`src/rtl/core/spcc_pkg.sv`:
```
// ---------------------------------------------------------------------------
// spcc_pkg
// Shared constants, operand indexes and stage flag types.
// ---------------------------------------------------------------------------
package spcc_pkg;

  localparam int COORD_BITS_DEF = 16;
  localparam int OUT_TDATA_W    = 8;

  // point differences
  localparam int NDIFF = 12;
  localparam int D_RX  = 0;   // x2 - x1
  localparam int D_RY  = 1;   // y2 - y1
  localparam int D_SX  = 2;   // x4 - x3
  localparam int D_SY  = 3;   // y4 - y3
  localparam int D_QX  = 4;   // x3 - x1
  localparam int D_QY  = 5;   // y3 - y1
  localparam int D_AX  = 6;   // x4 - x1
  localparam int D_AY  = 7;   // y4 - y1
  localparam int D_BX  = 8;   // x1 - x3
  localparam int D_BY  = 9;   // y1 - y3
  localparam int D_CX  = 10;  // x2 - x3
  localparam int D_CY  = 11;  // y2 - y3

  // partial products; each cross product is A - B
  localparam int NPROD  = 12;
  localparam int M_DEN_A = 0;   // rx*sy
  localparam int M_DEN_B = 1;   // ry*sx
  localparam int M_C1_A  = 2;   // rx*qy
  localparam int M_C1_B  = 3;   // ry*qx
  localparam int M_C2_A  = 4;   // rx*ay
  localparam int M_C2_B  = 5;   // ry*ax
  localparam int M_C3_A  = 6;   // sx*by
  localparam int M_C3_B  = 7;   // sy*bx
  localparam int M_C4_A  = 8;   // sx*cy
  localparam int M_C4_B  = 9;   // sy*cx
  localparam int M_TN_A  = 10;  // qx*sy
  localparam int M_TN_B  = 11;  // qy*sx

  typedef struct packed {
    logic adjacent;   // P2 == P3
    logic apart;      // x or y extents disjoint
  } spcc_flags_t;

  typedef struct packed {
    logic adjacent;
    logic apart;
    logic collinear;  // all four point crosses zero
  } spcc_stat_t;

endpackage

```
`src/rtl/core/spcc_decide.sv`:
```
// ---------------------------------------------------------------------------
// spcc_decide
// Stage 4: case selection and range compares; holds the output beat.
// ---------------------------------------------------------------------------
module spcc_decide #(
  parameter  int COORD_BITS = spcc_pkg::COORD_BITS_DEF,
  localparam int CW         = 2 * (COORD_BITS + 1) + 1
) (
  input  logic                          clk,
  input  logic                          rst_n,
  input  logic                          en_i,
  input  logic                          valid_i,
  input  logic signed [CW-1:0]          den_i,
  input  logic signed [CW-1:0]          tn_i,
  input  logic signed [CW-1:0]          un_i,
  input  spcc_pkg::spcc_stat_t          stat_i,
  output logic                          valid_o,
  output logic                          clear_o
);

  logic clear_nxt;
  logic den_zero, den_neg;
  logic inside_pos, inside_neg;

  assign den_zero = (den_i == '0);
  assign den_neg  = den_i[CW-1];

  // crossing point on both segments; for a negative determinant the
  // range flips instead of negating all three terms
  assign inside_pos = (tn_i >= 0) && (tn_i <= den_i) && (un_i >= 0) && (un_i <= den_i);
  assign inside_neg = (tn_i <= 0) && (tn_i >= den_i) && (un_i <= 0) && (un_i >= den_i);

  always_comb begin
    priority if (den_zero) begin
      clear_nxt = stat_i.collinear ? stat_i.apart : 1'b1;
    end else if (stat_i.adjacent) begin
      clear_nxt = 1'b1;
    end else begin
      clear_nxt = den_neg ? !inside_neg : !inside_pos;
    end
  end

  always_ff @(posedge clk) begin
    if (!rst_n) begin
      valid_o <= 1'b0;
    end else if (en_i) begin
      valid_o <= valid_i;
    end
  end

  always_ff @(posedge clk) begin
    if (en_i) begin
      clear_o <= clear_nxt;
    end
  end

endmodule

```
`config.mk`:
```
export PLATFORM = sky130hd
export DESIGN_NAME = spcc_decide
export DESIGN_NICKNAME = d
export VERILOG_FILES = /design/src/rtl/core/spcc_pkg.sv /design/src/rtl/core/spcc_decide.sv
export SDC_FILE = /design/constraint.sdc
export NUM_CORES = 1
export LEC_CHECK = 0
export BUFFER_PORTS_ARGS = -buffer_cell sky130_fd_sc_hd__clkbuf_2
export CORE_ASPECT_RATIO = 0.75
export CORE_MARGIN = 5
export CORE_UTILIZATION = 50
export CTS_CLUSTER_DIAMETER = 40
export DETAILED_ROUTE_END_ITERATION = 6
export HOLD_SLACK_MARGIN = 0.05
export PLACE_DENSITY = 0.89
export SYNTH_ARGS = -nofsm -noshare
export SYNTH_HDL_FRONTEND = slang
export SYNTH_SLANG_ARGS = --single-unit
export TNS_END_PERCENT = 30
```
`constraint.sdc`:
```
create_clock -name clk -period 6.55 [get_ports clk]
set_input_delay 0.3275 -clock clk [delete_from_list [all_inputs] [get_ports clk]]
set_output_delay 0.3275 -clock clk [all_outputs]
set_load 0.1 [all_outputs]
```
==> summary.txt <==
Post-synthesis sequential area ratio -> 0.0245
Design area -> 2720 sq um
# rows -> 20
DRC -> 0
Commonest non-fill, non-tap cells in the layout -> 113 x clkbuf_2, 70 x ha_1, 40 x inv_1, 26 x nor4_1, 24 x a21oi_1
Worst Path Max Fanout -> 4
Distinct cells, synth -> 37
Simple-gate share of the synthesized area -> 0.259
Die height -> 65.4 um
Post-Syn Nets -> 452
Vias in the first global route -> 2623
Resize count post-CTS -> 0
Register area -> 50.0 sq um
Die area -> 5480 sq um
Overall routing resource usage -> 0.256
Status -> completed
Critical Path RT -> 6.50 ns
Average instance area after synthesis -> 7.57 sq um
FFs w/ async S/R, synth -> 0
Crit path kind -> input pin to register
Startpoint Class -> input pin
Final ANT Viol Nets -> 0
CTS max path bufs -> 2
Unrepaired setup endpoints after global routing -> no
Hpwl dp -> 6.71 mm
R2R depth -> 2
Setup slack, reg-to-reg -> 5.93 ns
GPL Wtd Cong -> 0.983
Antenna violations before repair -> 0
Nets -> 570
Postcts setup bufs -> 0
Synth warnings -> 0
Post-Route Setup TNS -> 0 ns
Setup violators final -> 0
Largest net degree at the start of global routing -> 5
CTS root buffer -> clkbuf_8
Seq cells post-synth -> 2
CP Launch Point -> den_i[34]
Crit. End Element -> register
Clk slew on worst S/H paths -> 0.03 ns
Compound-Gate Fraction of Synth Area -> 0.199
IO Count -> 114
Wire per inst -> 16.3 um
Proportion of power drawn by combinational gates -> 0.705
Worst-skew pair later-pin latency -> 0.21 ns
Dpl cell area -> 2680 sq um
Port Buffer Count -> 113
Final hold vios -> 0
Commonest non-fill, non-tap cell in the layout -> clkbuf_2
XOR/XNOR Fraction of Synth Area -> 0
Hold wc startpoint -> rst_n
Drt first pass iters -> 4
DIE WIDTH -> 83.8 um
Worst-margin pin slew -> 0.779 ns
Leak pwr -> 0.00151 uW
FF-to-FF Start -> valid_o
DRT iter0 DRCs -> 191
Wirelength, routed -> 7.20 mm
CP Capture Point -> clear_o
Area Overhead vs Synth -> 33.3%
Gate Count Post-Synth -> 270
Synth Area in Adders -> 0.429
Via count -> 2582
Grt total ovfl -> 0
VDD IR max -> 0.0611 mV
Top_reg_cell synth -> edfxtp_1
Maximum clock rate -> 315 MHz
Post-synth EDFFs -> 1
Power Density -> 84.9 nW/um^2
Hold depth -> 2
Min cycle time layout -> 3.18 ns
Pins over their slew limit -> 0
Setup Skew -> 0 ns
Sw frac -> 0.443
Reg-to-Reg End -> valid_o
Sequential power share -> 0.062
H-tree depth -> 1
Global-route wire length before repair -> 11.6 mm
Internal -> 129 uW
Clock share of power -> 0.233
Largest family of logic cells by synthesized area -> adder cells
Core Box Area -> 4000 sq um
Starting Density -> 0.510
Filler Cell Count -> 378
CTS Hold Bufs -> 0
Slew margin rel. -> 0.467
Crit share post-route -> 0.485
Vias/cell -> 5.84
Critical Path AT -> 3.13 ns
CTS tree -> built
HP Class -> input pin to register
Cell Area, Synth -> 2040 sq um
Net Switching -> 102 uW
Num Clock Sinks -> 2
Ratio of cells with drive above 1 in the final layout -> 0.313
Post-synthesis mux area share -> 0.0153
Antenna fix cells -> 0
Footprint of the multi-input gates -> 1840 sq um
Maximum Capacitance Violations -> 0
TritonCTS Buffers -> 3
-- cells in the mapped netlist (all sizes together), types with 2 or more instances --
master / n / area share
nor4: 26 / 0.080
o211ai: 3 / 0.011
nand4: 20 / 0.061
or4: 3 / 0.011
nor3: 2 / 0.0049
a2111oi: 3 / 0.022
ha: 70 / 0.43
nand2: 15 / 0.029
nor2: 10 / 0.018
and4: 3 / 0.013
nand3: 4 / 0.0098
nor2b: 2 / 0.0061
mux2i: 2 / 0.0098
nand2b: 3 / 0.0092
o21ai: 13 / 0.032
a211oi: 7 / 0.028
nand3b: 2 / 0.0073
inv: 40 / 0.073
a21o: 4 / 0.015
a21oi: 24 / 0.059
-- state kept, by name, summed over array words and instances (netlist names) --
| register | cells |
|---|---|
| clear_o | 1 |
| valid_o | 1 |
-- layer usage --
metal  GRT usage  vias to the layer above  wire, um
met5           0                        -         0
met4      0.0341                        0        68
met3      0.0602                        6       745
met2       0.440                      126      3220
met1       0.336                     1153      3160
li1            -                     1297         -
-- power by group through the flow --
stage               clock network [uW]  logic, uW  registers, uW
CTS                               54.9        160           14.3
global placement                     0        154           14.4
floorplan                            0       84.4           20.2
finish                            53.9        163           14.4
global route                      57.4        182           14.4
detailed placement                   0        159           14.5
-- area by class of cell --
type	instances	share of cell area
multi-input combinational	228	0.677
timing repair buffer	113	0.208
inverter	40	0.0551
tap	55	0.0253
sequential	2	0.0184
clock buffer	4	0.0165
-- logic make-up (layout without fill, tap and decap cells) --
group,Yosys count,after routing
AOI/OAI and AO/OA,62,62
adders and majority gates,70,70
muxes,3,3
DFF,2,2
and+or+nand+nor,93,93
buffers and inverters,40,157
-- critical path, cell delays in order --
cell and delay [ns]:
clkbuf_2 0.14, inv_1 0.08, ha_1 0.35, nand4_1 0.18, or3_1 0.42, or4_1 0.44, o41a_1 0.46, a2111oi_4 0.38
nand2_2 0.10, a211oi_2 0.18, a32oi_1 0.07
-- stage by stage --
step	hold WS [ns]	cells	worst slack (ns)	total power, uW	utilization
2_1_floorplan	0.440	270	3.56	105	-
3_3_place_gp	0.493	438	3.29	169	0.669
3_5_place_dp	0.539	438	3.18	174	0.669
4_1_cts	0.323	442	3.40	230	0.680
5_1_grt	0.346	442	3.19	254	0.680
6_report	0.325	442	3.37	231	0.680
-- worst min path at each step --
stage,to,slack (ns)
after CTS,valid_o,0.32
after global routing,clear_o,0.35
after global placement,valid_o,0.49
after floorplan,clear_o,0.44
after detailed placement,valid_o,0.54
final,valid_o,0.33
(Power assumes the default switching activity.)
