File: config.mk
export PLATFORM = sky130hd
export DESIGN_NAME = spcc_cross
export DESIGN_NICKNAME = d
export VERILOG_FILES = /design/src/rtl/core/spcc_pkg.sv /design/src/rtl/core/spcc_cross.sv
export SDC_FILE = /design/constraint.sdc
export NUM_CORES = 1
export LEC_CHECK = 0
export ABC_CLOCK_PERIOD_IN_PS = 4400
export CORE_AREA = 2 2 206 208
export DETAILED_ROUTE_END_ITERATION = 6
export DIE_AREA = 0 0 208 210
export DONT_BUFFER_PORTS = 1
export GPL_TIMING_DRIVEN = 0
export PLACE_DENSITY_LB_ADDON = 0.1
export SYNTH_ARGS = -nofsm -noshare
export SYNTH_HDL_FRONTEND = slang
export SYNTH_SLANG_ARGS = --single-unit
File: constraint.sdc
create_clock -name clk -period 4.4 [get_ports clk]
set_input_delay 0.44 -clock clk [delete_from_list [all_inputs] [get_ports clk]]
set_output_delay 0.44 -clock clk [all_outputs]
set_load 0.1 [all_outputs]
File: src/rtl/core/spcc_pkg.sv
// ---------------------------------------------------------------------------
// spcc_pkg
// Shared constants, operand indexes and stage flag types.
// ---------------------------------------------------------------------------
package spcc_pkg;

  localparam int COORD_BITS_DEF = 16;
  localparam int OUT_TDATA_W    = 8;

  // point differences
  localparam int NDIFF = 12;
  localparam int D_RX  = 0;   // x2 - x1
  localparam int D_RY  = 1;   // y2 - y1
  localparam int D_SX  = 2;   // x4 - x3
  localparam int D_SY  = 3;   // y4 - y3
  localparam int D_QX  = 4;   // x3 - x1
  localparam int D_QY  = 5;   // y3 - y1
  localparam int D_AX  = 6;   // x4 - x1
  localparam int D_AY  = 7;   // y4 - y1
  localparam int D_BX  = 8;   // x1 - x3
  localparam int D_BY  = 9;   // y1 - y3
  localparam int D_CX  = 10;  // x2 - x3
  localparam int D_CY  = 11;  // y2 - y3

  // partial products; each cross product is A - B
  localparam int NPROD  = 12;
  localparam int M_DEN_A = 0;   // rx*sy
  localparam int M_DEN_B = 1;   // ry*sx
  localparam int M_C1_A  = 2;   // rx*qy
  localparam int M_C1_B  = 3;   // ry*qx
  localparam int M_C2_A  = 4;   // rx*ay
  localparam int M_C2_B  = 5;   // ry*ax
  localparam int M_C3_A  = 6;   // sx*by
  localparam int M_C3_B  = 7;   // sy*bx
  localparam int M_C4_A  = 8;   // sx*cy
  localparam int M_C4_B  = 9;   // sy*cx
  localparam int M_TN_A  = 10;  // qx*sy
  localparam int M_TN_B  = 11;  // qy*sx

  typedef struct packed {
    logic adjacent;   // P2 == P3
    logic apart;      // x or y extents disjoint
  } spcc_flags_t;

  typedef struct packed {
    logic adjacent;
    logic apart;
    logic collinear;  // all four point crosses zero
  } spcc_stat_t;

endpackage

File: src/rtl/core/spcc_cross.sv
// ---------------------------------------------------------------------------
// spcc_cross
// Stage 3: determinant and crossing numerators, collinearity test.
// ---------------------------------------------------------------------------
module spcc_cross #(
  parameter  int COORD_BITS = spcc_pkg::COORD_BITS_DEF,
  localparam int PW         = 2 * (COORD_BITS + 1),
  localparam int CW         = PW + 1
) (
  input  logic                          clk,
  input  logic                          rst_n,
  input  logic                          en_i,
  input  logic                          valid_i,
  input  logic signed [PW-1:0]          prod_i [spcc_pkg::NPROD],
  input  spcc_pkg::spcc_flags_t         flags_i,
  output logic                          valid_o,
  output logic signed [CW-1:0]          den_o,
  output logic signed [CW-1:0]          tn_o,
  output logic signed [CW-1:0]          un_o,
  output spcc_pkg::spcc_stat_t          stat_o
);

  logic signed [CW-1:0]  den_nxt, tn_nxt, un_nxt;
  spcc_pkg::spcc_stat_t  stat_nxt;

  assign den_nxt = CW'(prod_i[spcc_pkg::M_DEN_A]) - CW'(prod_i[spcc_pkg::M_DEN_B]);
  assign tn_nxt  = CW'(prod_i[spcc_pkg::M_TN_A])  - CW'(prod_i[spcc_pkg::M_TN_B]);
  // un = cross(q, r) is the negated first collinearity cross
  assign un_nxt  = CW'(prod_i[spcc_pkg::M_C1_B])  - CW'(prod_i[spcc_pkg::M_C1_A]);

  always_comb begin
    stat_nxt.adjacent  = flags_i.adjacent;
    stat_nxt.apart     = flags_i.apart;
    stat_nxt.collinear = (prod_i[spcc_pkg::M_C1_A] == prod_i[spcc_pkg::M_C1_B]) &&
                         (prod_i[spcc_pkg::M_C2_A] == prod_i[spcc_pkg::M_C2_B]) &&
                         (prod_i[spcc_pkg::M_C3_A] == prod_i[spcc_pkg::M_C3_B]) &&
                         (prod_i[spcc_pkg::M_C4_A] == prod_i[spcc_pkg::M_C4_B]);
  end

  always_ff @(posedge clk) begin
    if (!rst_n) begin
      valid_o <= 1'b0;
    end else if (en_i) begin
      valid_o <= valid_i;
    end
  end

  always_ff @(posedge clk) begin
    if (en_i) begin
      den_o  <= den_nxt;
      tn_o   <= tn_nxt;
      un_o   <= un_nxt;
      stat_o <= stat_nxt;
    end
  end

endmodule

==> impl_metrics.py <==
metrics = {
    "outcome": {
        "status": "complete, no violations",
    },
    "synth": {
        "synth_compound_area_share_pct": 23.6,
        "synth-warning-count": 0,
        "synth_top_family_by_area": "compound AO/OA/AOI/OAI gates",
        "netlist.area_leader.share_pct": 31.7,
        "synth_area_sq_um": 10200,
        "ys_ff_latch": 109,
        "synth_edf_count": 108,
        "synth_top_area_cell": "edfxtp_1",
        "synthArstFlopShare_pct": 0,
        "ys_types": 73,
        "synth_xor_area_share_pct": 11.9,
        "synth_simple_gate_area_share_pct": 11.3,
        "syn-instance-count": 1155,
        "syn_avg_cell_area_sq_um": 8.86,
        "ys.flop_type": "edfxtp_1",
        "synth.area.mux_share_pct": 0.294,
        "yosys.area_share.adder_pct": 13.1,
        "synth_area_leaders": "edfxtp_1 32%, ha_1 12%, xnor2_1 8.2%",
        "synth.net_count": 1674,
        "ys_seq_area_share_pct": 31.9,
    },
    "cells_and_area": {
        "multi_input_area_sq_um": 6160,
        "utilization_pct": 27.0,
        "syn_to_final_growth_pct": 9.64,
        "nets": 1685,
        "final-seq-area_sq_um": 3260,
        "most-common-layout-cells": "187 x inv_1, 108 x edfxtp_1, 102 x ha_1",
        "fillers": 4578,
        "drive_gt1_share_pct": 2.22,
        "final_common_cell": "inv_1",
    },
    "sta": {
        "fmax_mhz": 279,
        "rsz0062_at_grt": "false",
        "tns_ps": 0,
        "whs_ps": 140,
        "setup_viol": 0,
        "fin_crit_sh_pct": 81.4,
        "fin_worst_skew_ps": 0,
        "period_minus_slack_ps": 3580,
        "slew_viol_final": 0,
        "slew_headroom_pct": 25.0,
        "worst_slew_pin_slew_ps": 1110,
        "hold_viol_final": 0,
    },
    "global_routing": {
        "grt_max_degree": 110,
        "grt_pass1_vias": 9089,
        "grt_pass1_wl_mm": 59.5,
        "overflow": 0,
        "antenna_found_initial": 7,
        "grt.total_usage_pct": 18.8,
    },
    "power_and_ir_drop": {
        "ir_worst_vdd_v": 0.000168,
        "powerDensity_nw_per_um2": 409,
        "p_leak_nw": 4.81,
    },
    "floorplan": {
        "die_w_um": 208,
        "initial_core_util_pct": 24.7,
        "die_y_um": 210,
        "rows": 75,
        "core_sq_um": 41500,
        "num_io_pins": 523,
        "die_area_sq_um": 43700,
    },
    "hold_path": {
        "worstHoldPathCells": 0,
        "hold_end": "stat_o[2]",
        "min-delay-start": "flags_i[1]",
        "hold_path.class": "input port to flop",
    },
    "detailed_routing": {
        "ant_nets": 0,
        "drcViolationCount": 0,
        "via_count": 8796,
        "drt-initial-drc-count": 413,
        "wirelength_mm": 42.4,
        "dr.pass1.iters": 5,
        "routedWlPerCell_um": 24.8,
        "post_drt_via_cell_ratio": 5.13,
    },
    "clock_tree": {
        "clk_latency_ps": 390,
        "cts_setup_buffers": 0,
        "cts_hold_buf": 0,
        "cts.sinks": 109,
        "numCtsBuffers": 9,
        "clk_path_buf_depth": 2,
        "cts_max_level": 3,
        "cts-resized-gates": 0,
        "clockRootBuffer": "clkbuf_16",
        "cts_tree": "yes",
        "clkTransAtPathRegs_ps": 80,
    },
    "setup_path": {
        "crit_type": "input port to flop",
        "regToRegSetupSlack_ps": 3070,
        "required_ps": 4540,
        "critPathCaptureType": "flop",
        "crit_fanout": 3,
        "start_kind": "input port",
        "r2r-end": "valid_o",
        "cp.arrival_ps": 3720,
        "rr_startpoint": "valid_o",
        "rr_worst_depth": 2,
    },
    "place": {
        "dp_hpwl_mm": 36.8,
        "port_buffers": 0,
        "place_congestion": 0.875,
    },
    "run": {
        "cap_violations": 0,
    },
}
[power breakdown]
part	total, W	switching [W]	leakage [nW]	internal (W)
Clock	0.000914	0.000440	0.150	0.000474
Sequential	0.00265	0.00127	1.06	0.00138
Combinational	0.00102	0.000597	3.59	0.000427
[stage by stage]
| step | cell area [sq um] | std cells | setup WS (ps) | total power [W] |
|---|---|---|---|---|
| final | 11200 | 1713 | 818 | 0.00459 |
| after global routing | 11200 | 1713 | 598 | 0.00480 |
| after floorplan | 10200 | 1155 | 1180 | 0.00340 |
| after global placement | 10900 | 1694 | 340 | 0.00371 |
| after CTS | 11200 | 1710 | 783 | 0.00465 |
| after detailed placement | 10900 | 1694 | 374 | 0.00370 |
[sequential cells by signal, summed over array words and instances (netlist names)]
register / cells
den_o: 35
stat_o: 3
tn_o: 35
un_o: 35
valid_o: 1
[layer usage]
layer | up-vias | wire [um] | global-route usage (%) | part of all wire (%)
li1 | 4219 | - | - | -
met1 | 4133 | 15000 | 18.5 | 35
met2 | 377 | 23100 | 36.4 | 54
met3 | 67 | 2090 | 3.62 | 4.9
met4 | 0 | 2220 | 10.8 | 5.2
met5 | - | 0 | 0 | 0
[worst max-delay path, cell delays in order]
cell and delay, ps:
inv_1 30, ha_1 220, inv_1 80, fa_1 410, a21oi_1 220, o21ai_1 130
a2111oi_0 780, o21ai_1 310, a31oi_1 340, o21a_1 230, o31ai_1 140, a41oi_1 290
xnor2_1 110
[how the worst max path moves through the flow]
| stage | to | cells past startpoint | start | slack (ps) |
|---|---|---|---|---|
| floorplan | un_o[32] | 13 | prod_i[272] | 1180 |
| global placement | tn_o[32] | 13 | prod_i[34] | 340 |
| detailed placement | tn_o[32] | 13 | prod_i[34] | 370 |
| CTS | tn_o[32] | 13 | prod_i[34] | 780 |
| global route | tn_o[30] | 12 | prod_i[34] | 600 |
| finish | tn_o[32] | 13 | prod_i[34] | 820 |
[cells in the mapped netlist (all sizes together), types with 9 or more instances]
library cell,n
nor4,9
a21oi,92
nand4,33
a21o,55
o21ai,40
nor2,53
a31oi,13
xnor2,96
o22ai,20
and3,9
o21bai,17
ha,102
nand2,50
clkbuf,29
o31ai,9
nand3,24
o2bb2ai,9
xor2,43
a221oi,13
o211ai,10
edfxtp,108
nor2b,10
o21a,11
nor3,16
inv,187
[logic make-up after synthesis]
family                     Yosys count
and+or+nand+nor                    231
muxes                                3
AOI/OAI and AO/OA                  352
DFF                                109
adders and majority gates          105
buffers and inverters              216
xor gates and xnor gates           139
[area by class of cell]
class                      count  area share (%)
multi-input combinational    830            54.9
sequential                   109            29.1
inverter                     187            6.26
tap                          539            6.01
clock buffer                  13            2.32
buffer                        29           0.982
clock inverter                 3           0.390
antenna                        3          0.0669
(Power assumes the default switching activity.)
