**config.mk**
```make
export PLATFORM = sky130hd
export DESIGN_NAME = spcc_diff
export DESIGN_NICKNAME = d
export VERILOG_FILES = /design/src/rtl/core/spcc_pkg.sv /design/src/rtl/core/spcc_diff.sv
export SDC_FILE = /design/constraint.sdc
export NUM_CORES = 1
export LEC_CHECK = 0
export ABC_AREA = 1
export BUFFER_PORTS_ARGS = -buffer_cell sky130_fd_sc_hd__buf_2
export CAP_MARGIN = 20
export CORE_MARGIN = 2
export CORE_UTILIZATION = 37
export CTS_CLUSTER_DIAMETER = 40
export CTS_CLUSTER_SIZE = 20
export DETAILED_ROUTE_END_ITERATION = 8
export MAX_ROUTING_LAYER = met4
export REMOVE_ABC_BUFFERS = 1
export SYNTH_ARGS = -nofsm -noshare
export SYNTH_HDL_FRONTEND = slang
export SYNTH_SLANG_ARGS = --single-unit
```
**constraint.sdc**
```tcl
create_clock -name clk -period 3.25 [get_ports clk]
set_input_delay 0 -clock clk [delete_from_list [all_inputs] [get_ports clk]]
set_output_delay 0 -clock clk [all_outputs]
set_load 0.03 [all_outputs]
```
**src/rtl/core/spcc_pkg.sv**
```systemverilog
// ---------------------------------------------------------------------------
// spcc_pkg
// Shared constants, operand indexes and stage flag types.
// ---------------------------------------------------------------------------
package spcc_pkg;

  localparam int COORD_BITS_DEF = 16;
  localparam int OUT_TDATA_W    = 8;

  // point differences
  localparam int NDIFF = 12;
  localparam int D_RX  = 0;   // x2 - x1
  localparam int D_RY  = 1;   // y2 - y1
  localparam int D_SX  = 2;   // x4 - x3
  localparam int D_SY  = 3;   // y4 - y3
  localparam int D_QX  = 4;   // x3 - x1
  localparam int D_QY  = 5;   // y3 - y1
  localparam int D_AX  = 6;   // x4 - x1
  localparam int D_AY  = 7;   // y4 - y1
  localparam int D_BX  = 8;   // x1 - x3
  localparam int D_BY  = 9;   // y1 - y3
  localparam int D_CX  = 10;  // x2 - x3
  localparam int D_CY  = 11;  // y2 - y3

  // partial products; each cross product is A - B
  localparam int NPROD  = 12;
  localparam int M_DEN_A = 0;   // rx*sy
  localparam int M_DEN_B = 1;   // ry*sx
  localparam int M_C1_A  = 2;   // rx*qy
  localparam int M_C1_B  = 3;   // ry*qx
  localparam int M_C2_A  = 4;   // rx*ay
  localparam int M_C2_B  = 5;   // ry*ax
  localparam int M_C3_A  = 6;   // sx*by
  localparam int M_C3_B  = 7;   // sy*bx
  localparam int M_C4_A  = 8;   // sx*cy
  localparam int M_C4_B  = 9;   // sy*cx
  localparam int M_TN_A  = 10;  // qx*sy
  localparam int M_TN_B  = 11;  // qy*sx

  typedef struct packed {
    logic adjacent;   // P2 == P3
    logic apart;      // x or y extents disjoint
  } spcc_flags_t;

  typedef struct packed {
    logic adjacent;
    logic apart;
    logic collinear;  // all four point crosses zero
  } spcc_stat_t;

endpackage

```
**src/rtl/core/spcc_diff.sv**
```systemverilog
// ---------------------------------------------------------------------------
// spcc_diff
// Stage 1: coordinate differences, adjacency and extent-overlap flags.
// ---------------------------------------------------------------------------
module spcc_diff #(
  parameter  int COORD_BITS = spcc_pkg::COORD_BITS_DEF,
  localparam int DW         = COORD_BITS + 1
) (
  input  logic                          clk,
  input  logic                          rst_n,
  input  logic                          en_i,
  input  logic                          valid_i,
  input  logic [8*COORD_BITS-1:0]       data_i,
  output logic                          valid_o,
  output logic signed [DW-1:0]          diff_o [spcc_pkg::NDIFF],
  output spcc_pkg::spcc_flags_t         flags_o
);

  logic signed [COORD_BITS-1:0] x1, y1, x2, y2, x3, y3, x4, y4;
  logic signed [DW-1:0]         diff_nxt [spcc_pkg::NDIFF];
  spcc_pkg::spcc_flags_t        flags_nxt;
  logic                         apart_x, apart_y;

  assign x1 = $signed(data_i[0*COORD_BITS +: COORD_BITS]);
  assign y1 = $signed(data_i[1*COORD_BITS +: COORD_BITS]);
  assign x2 = $signed(data_i[2*COORD_BITS +: COORD_BITS]);
  assign y2 = $signed(data_i[3*COORD_BITS +: COORD_BITS]);
  assign x3 = $signed(data_i[4*COORD_BITS +: COORD_BITS]);
  assign y3 = $signed(data_i[5*COORD_BITS +: COORD_BITS]);
  assign x4 = $signed(data_i[6*COORD_BITS +: COORD_BITS]);
  assign y4 = $signed(data_i[7*COORD_BITS +: COORD_BITS]);

  always_comb begin
    diff_nxt[spcc_pkg::D_RX] = DW'(x2) - DW'(x1);
    diff_nxt[spcc_pkg::D_RY] = DW'(y2) - DW'(y1);
    diff_nxt[spcc_pkg::D_SX] = DW'(x4) - DW'(x3);
    diff_nxt[spcc_pkg::D_SY] = DW'(y4) - DW'(y3);
    diff_nxt[spcc_pkg::D_QX] = DW'(x3) - DW'(x1);
    diff_nxt[spcc_pkg::D_QY] = DW'(y3) - DW'(y1);
    diff_nxt[spcc_pkg::D_AX] = DW'(x4) - DW'(x1);
    diff_nxt[spcc_pkg::D_AY] = DW'(y4) - DW'(y1);
    diff_nxt[spcc_pkg::D_BX] = DW'(x1) - DW'(x3);
    diff_nxt[spcc_pkg::D_BY] = DW'(y1) - DW'(y3);
    diff_nxt[spcc_pkg::D_CX] = DW'(x2) - DW'(x3);
    diff_nxt[spcc_pkg::D_CY] = DW'(y2) - DW'(y3);
  end

  // disjoint extents: both ends of one segment lie below both ends of the other
  assign apart_x = (x1 < x3 && x1 < x4 && x2 < x3 && x2 < x4) ||
                   (x3 < x1 && x3 < x2 && x4 < x1 && x4 < x2);
  assign apart_y = (y1 < y3 && y1 < y4 && y2 < y3 && y2 < y4) ||
                   (y3 < y1 && y3 < y2 && y4 < y1 && y4 < y2);

  always_comb begin
    flags_nxt.adjacent = (x2 == x3) && (y2 == y3);
    flags_nxt.apart    = apart_x || apart_y;
  end

  always_ff @(posedge clk) begin
    if (!rst_n) begin
      valid_o <= 1'b0;
    end else if (en_i) begin
      valid_o <= valid_i;
    end
  end

  always_ff @(posedge clk) begin
    if (en_i) begin
      diff_o  <= diff_nxt;
      flags_o <= flags_nxt;
    end
  end

endmodule

```
==> results_dict.tcl <==
set metrics [dict create \
    status "finished clean" \
    die-height_um 217 \
    setup_viol 0 \
    finalWirelength_um 56200 \
    setup_tns_ns 0 \
    reg2reg_depth 3 \
    synthesis.area_um2 16800 \
    synth-async-reset-ratio_pct 0 \
    p_total_uw 11700 \
    antenna_found_initial 5 \
    relSlewSlack_pct 58.3 \
    drt-wirelength-per-cell_um 19.0 \
    drv_slew 0 \
    fp-row-count 78 \
    clk_path_buf_depth 3 \
    die_area_um2 47100 \
    grt_max_degree 78 \
    synth_seq_cells 205 \
    synth_cells 1922 \
    p_per_area_nw_per_um2 561 \
    place_ws_ns 1.05 \
    netlist_top_cells_area "edfxtp_1, ha_1, nand2_1" \
    ctsResizeCount 0 \
    finalHoldViolCount 0 \
    synth.largest_area_cell "edfxtp_1" \
    cp-start-kind "input port" \
    dr_total_vias 14800 \
    regArea_um2 6150 \
    max_freq_mhz 470 \
    synth_ff_type "edfxtp_1" \
    clkSlewWorstSetupHoldPaths_ns 0.05 \
    skew_ns 0 \
    power_leakage_uw 0.0104 \
    clk_latency_ns 0.57 \
    viasPerCell 5.01 \
    rsz0062_at_grt "no" \
    root_buffer "clkbuf_16" \
    seq_area_frac_synth_pct 36.6 \
    hold_depth 3 \
    synth.most_common_cell "nand2_1" \
    synth_enable_flop_cells 204 \
    arrival_ns 2.42 \
    die_w_um 217 \
    multi_input_area_um2 9350 \
    setup_slack_ns 1.12 \
    synthToLayoutAreaGrowth_pct 24.5 \
    design_area_um2 20900 \
    top_level_ports 339 \
    period_needed_ns 2.13 \
    firstDrtPassIters 6 \
    drt_iter0_markers 1045 \
    htreeDepth 2 \
    cts.sinks 205 \
    path_max_fanout 5 \
    grt_pass1_vias 15000 \
    post-dp-hpwl_um 47000 \
    start_util_pct 37.2 \
    grt_pass1_wl_um 84300 \
    ant_nets 0 \
    worstPathRequired_ns 3.55 \
    cp-end-kind "flop" \
    gp_congestion 1.01 \
    tightest_slew_ns 0.625 \
    drt_drc_violations_left 0 \
    placed_area_um2 19100 \
    synth_top_cell_area_share_pct 36.5 \
    fin_crit_sh_pct 65.4 \
    synthTopCellsByCount "nand2_1, inv_1, ha_1" \
    grt.overflow.total 0 \
    drive_gt1_share_pct 20.6 \
    grtUsageTotal_pct 24.5 \
    cts_buffers 41 \
    ir_drop_uv 373 \
    critPathKind "input port to flop" \
    yosysUniqueCellTypes 49 \
    core-area_um2 45100 \
    ys.warnings.count 0 \
    tritoncts "yes" \
    min_path_type "input port to flop" \
    fill_cells 4444 \
    fin_nets 2693 \
    max_cap_violations 0 \
    port-buffer-count 338 \
    syn_avg_cell_area_um2 8.73 \
]
layer usage:
layer / wire, um / vias up / global-route usage (%)
met5: 0 / - / -
met4: 2200 / 0 / 10.2
met3: 3310 / 106 / 3.42
met2: 26900 / 508 / 40.8
met1: 23800 / 6956 / 29.7
li1: - / 7242 / -
power by group:
part,switching (uW),internal [uW]
Sequential,172,3500
Combinational,2540,1120
Clock,1600,2800
per-stage QoR:
| stage | utilization, % | instances | hold slack (ns) |
|---|---|---|---|
| 2_1_floorplan | - | 1899 | 0.0935 |
| 3_3_place_gp | 42.4 | 2840 | 0.234 |
| 3_5_place_dp | 42.4 | 2840 | 0.242 |
| 4_1_cts | 46.3 | 2950 | 0.00128 |
| 5_1_grt | 46.4 | 2955 | 0.0231 |
| 6_report | 46.4 | 2955 | 0.0130 |
final timing paths:
| kind | from | to | slack (ns) |
|---|---|---|---|
| setup / recovery | data_i[1] | diff_o[200] | 1.12 |
| hold / removal | data_i[65] | diff_o[18] | 0.01 |
| setup reg to reg | valid_o | valid_o | 2.05 |
| hold reg to reg | valid_o | valid_o | 1.08 |
worst max-delay path, stage by stage:
cell and delay [ns]:
dlygate4sd3_1 0.52, buf_2 0.22, inv_1 0.17, ha_1 0.31, nand2_1 0.05, o21a_1 0.21
o21bai_2 0.19, nand2_1 0.09, nand2_1 0.29, a21oi_2 0.13, o211ai_1 0.17, nand2_1 0.08
layout by cell type, fill, tap and decap left out, types with 12 or more instances in the layout:
| cell type | netlist | layout |
|---|---|---|
| nand2_1 | 385 | 385 |
| edfxtp_1 | 204 | 204 |
| clkbuf_16 | 0 | 43 |
| dlygate4sd3_1 | 0 | 34 |
| nand3_1 | 66 | 66 |
| xnor2_1 | 42 | 42 |
| nor2_1 | 111 | 111 |
| ha_1 | 232 | 232 |
| a21oi_1 | 172 | 172 |
| buf_2 | 7 | 337 |
| o21ai_0 | 47 | 47 |
| inv_1 | 290 | 290 |
| nand2_2 | 13 | 13 |
| xor2_1 | 129 | 129 |
| nor3_1 | 21 | 21 |
| o21ai_1 | 24 | 24 |
| nand4_1 | 15 | 15 |
| fa_1 | 12 | 12 |
| a21o_1 | 18 | 18 |
state kept, by name, indices dropped and copies added (netlist names):
signal   flops
diff_o     202
flags_o      2
valid_o      1
final cells by class:
type	count	area share, %
Clock inverter	29	1.66
Tap cell	600	3.59
Antenna cell	5	0.0598
Timing Repair Buffer	375	9.99
Clock buffer	47	5.22
Multi-Input combinational cell	1394	44.7
Sequential cell	205	29.4
Inverter	300	5.39
repair_timing:
item,in CTS,in global routing
endpoints found under the hold margin,39,0
hold buffers,34,0
setup buffers,0,0
cell families (layout without fill, tap and decap cells):
logic type,count (synthesis),after routing,share of synthesized area (%)
buf+inv,323,751,7.71
simple gates,652,652,16.8
compound gates,327,327,11.2
flops,205,205,36.6
other cells,0,5,0
fa+ha+maj,244,244,18.7
xor+xnor,171,171,8.92
Power figures use the tool's default switching activity.
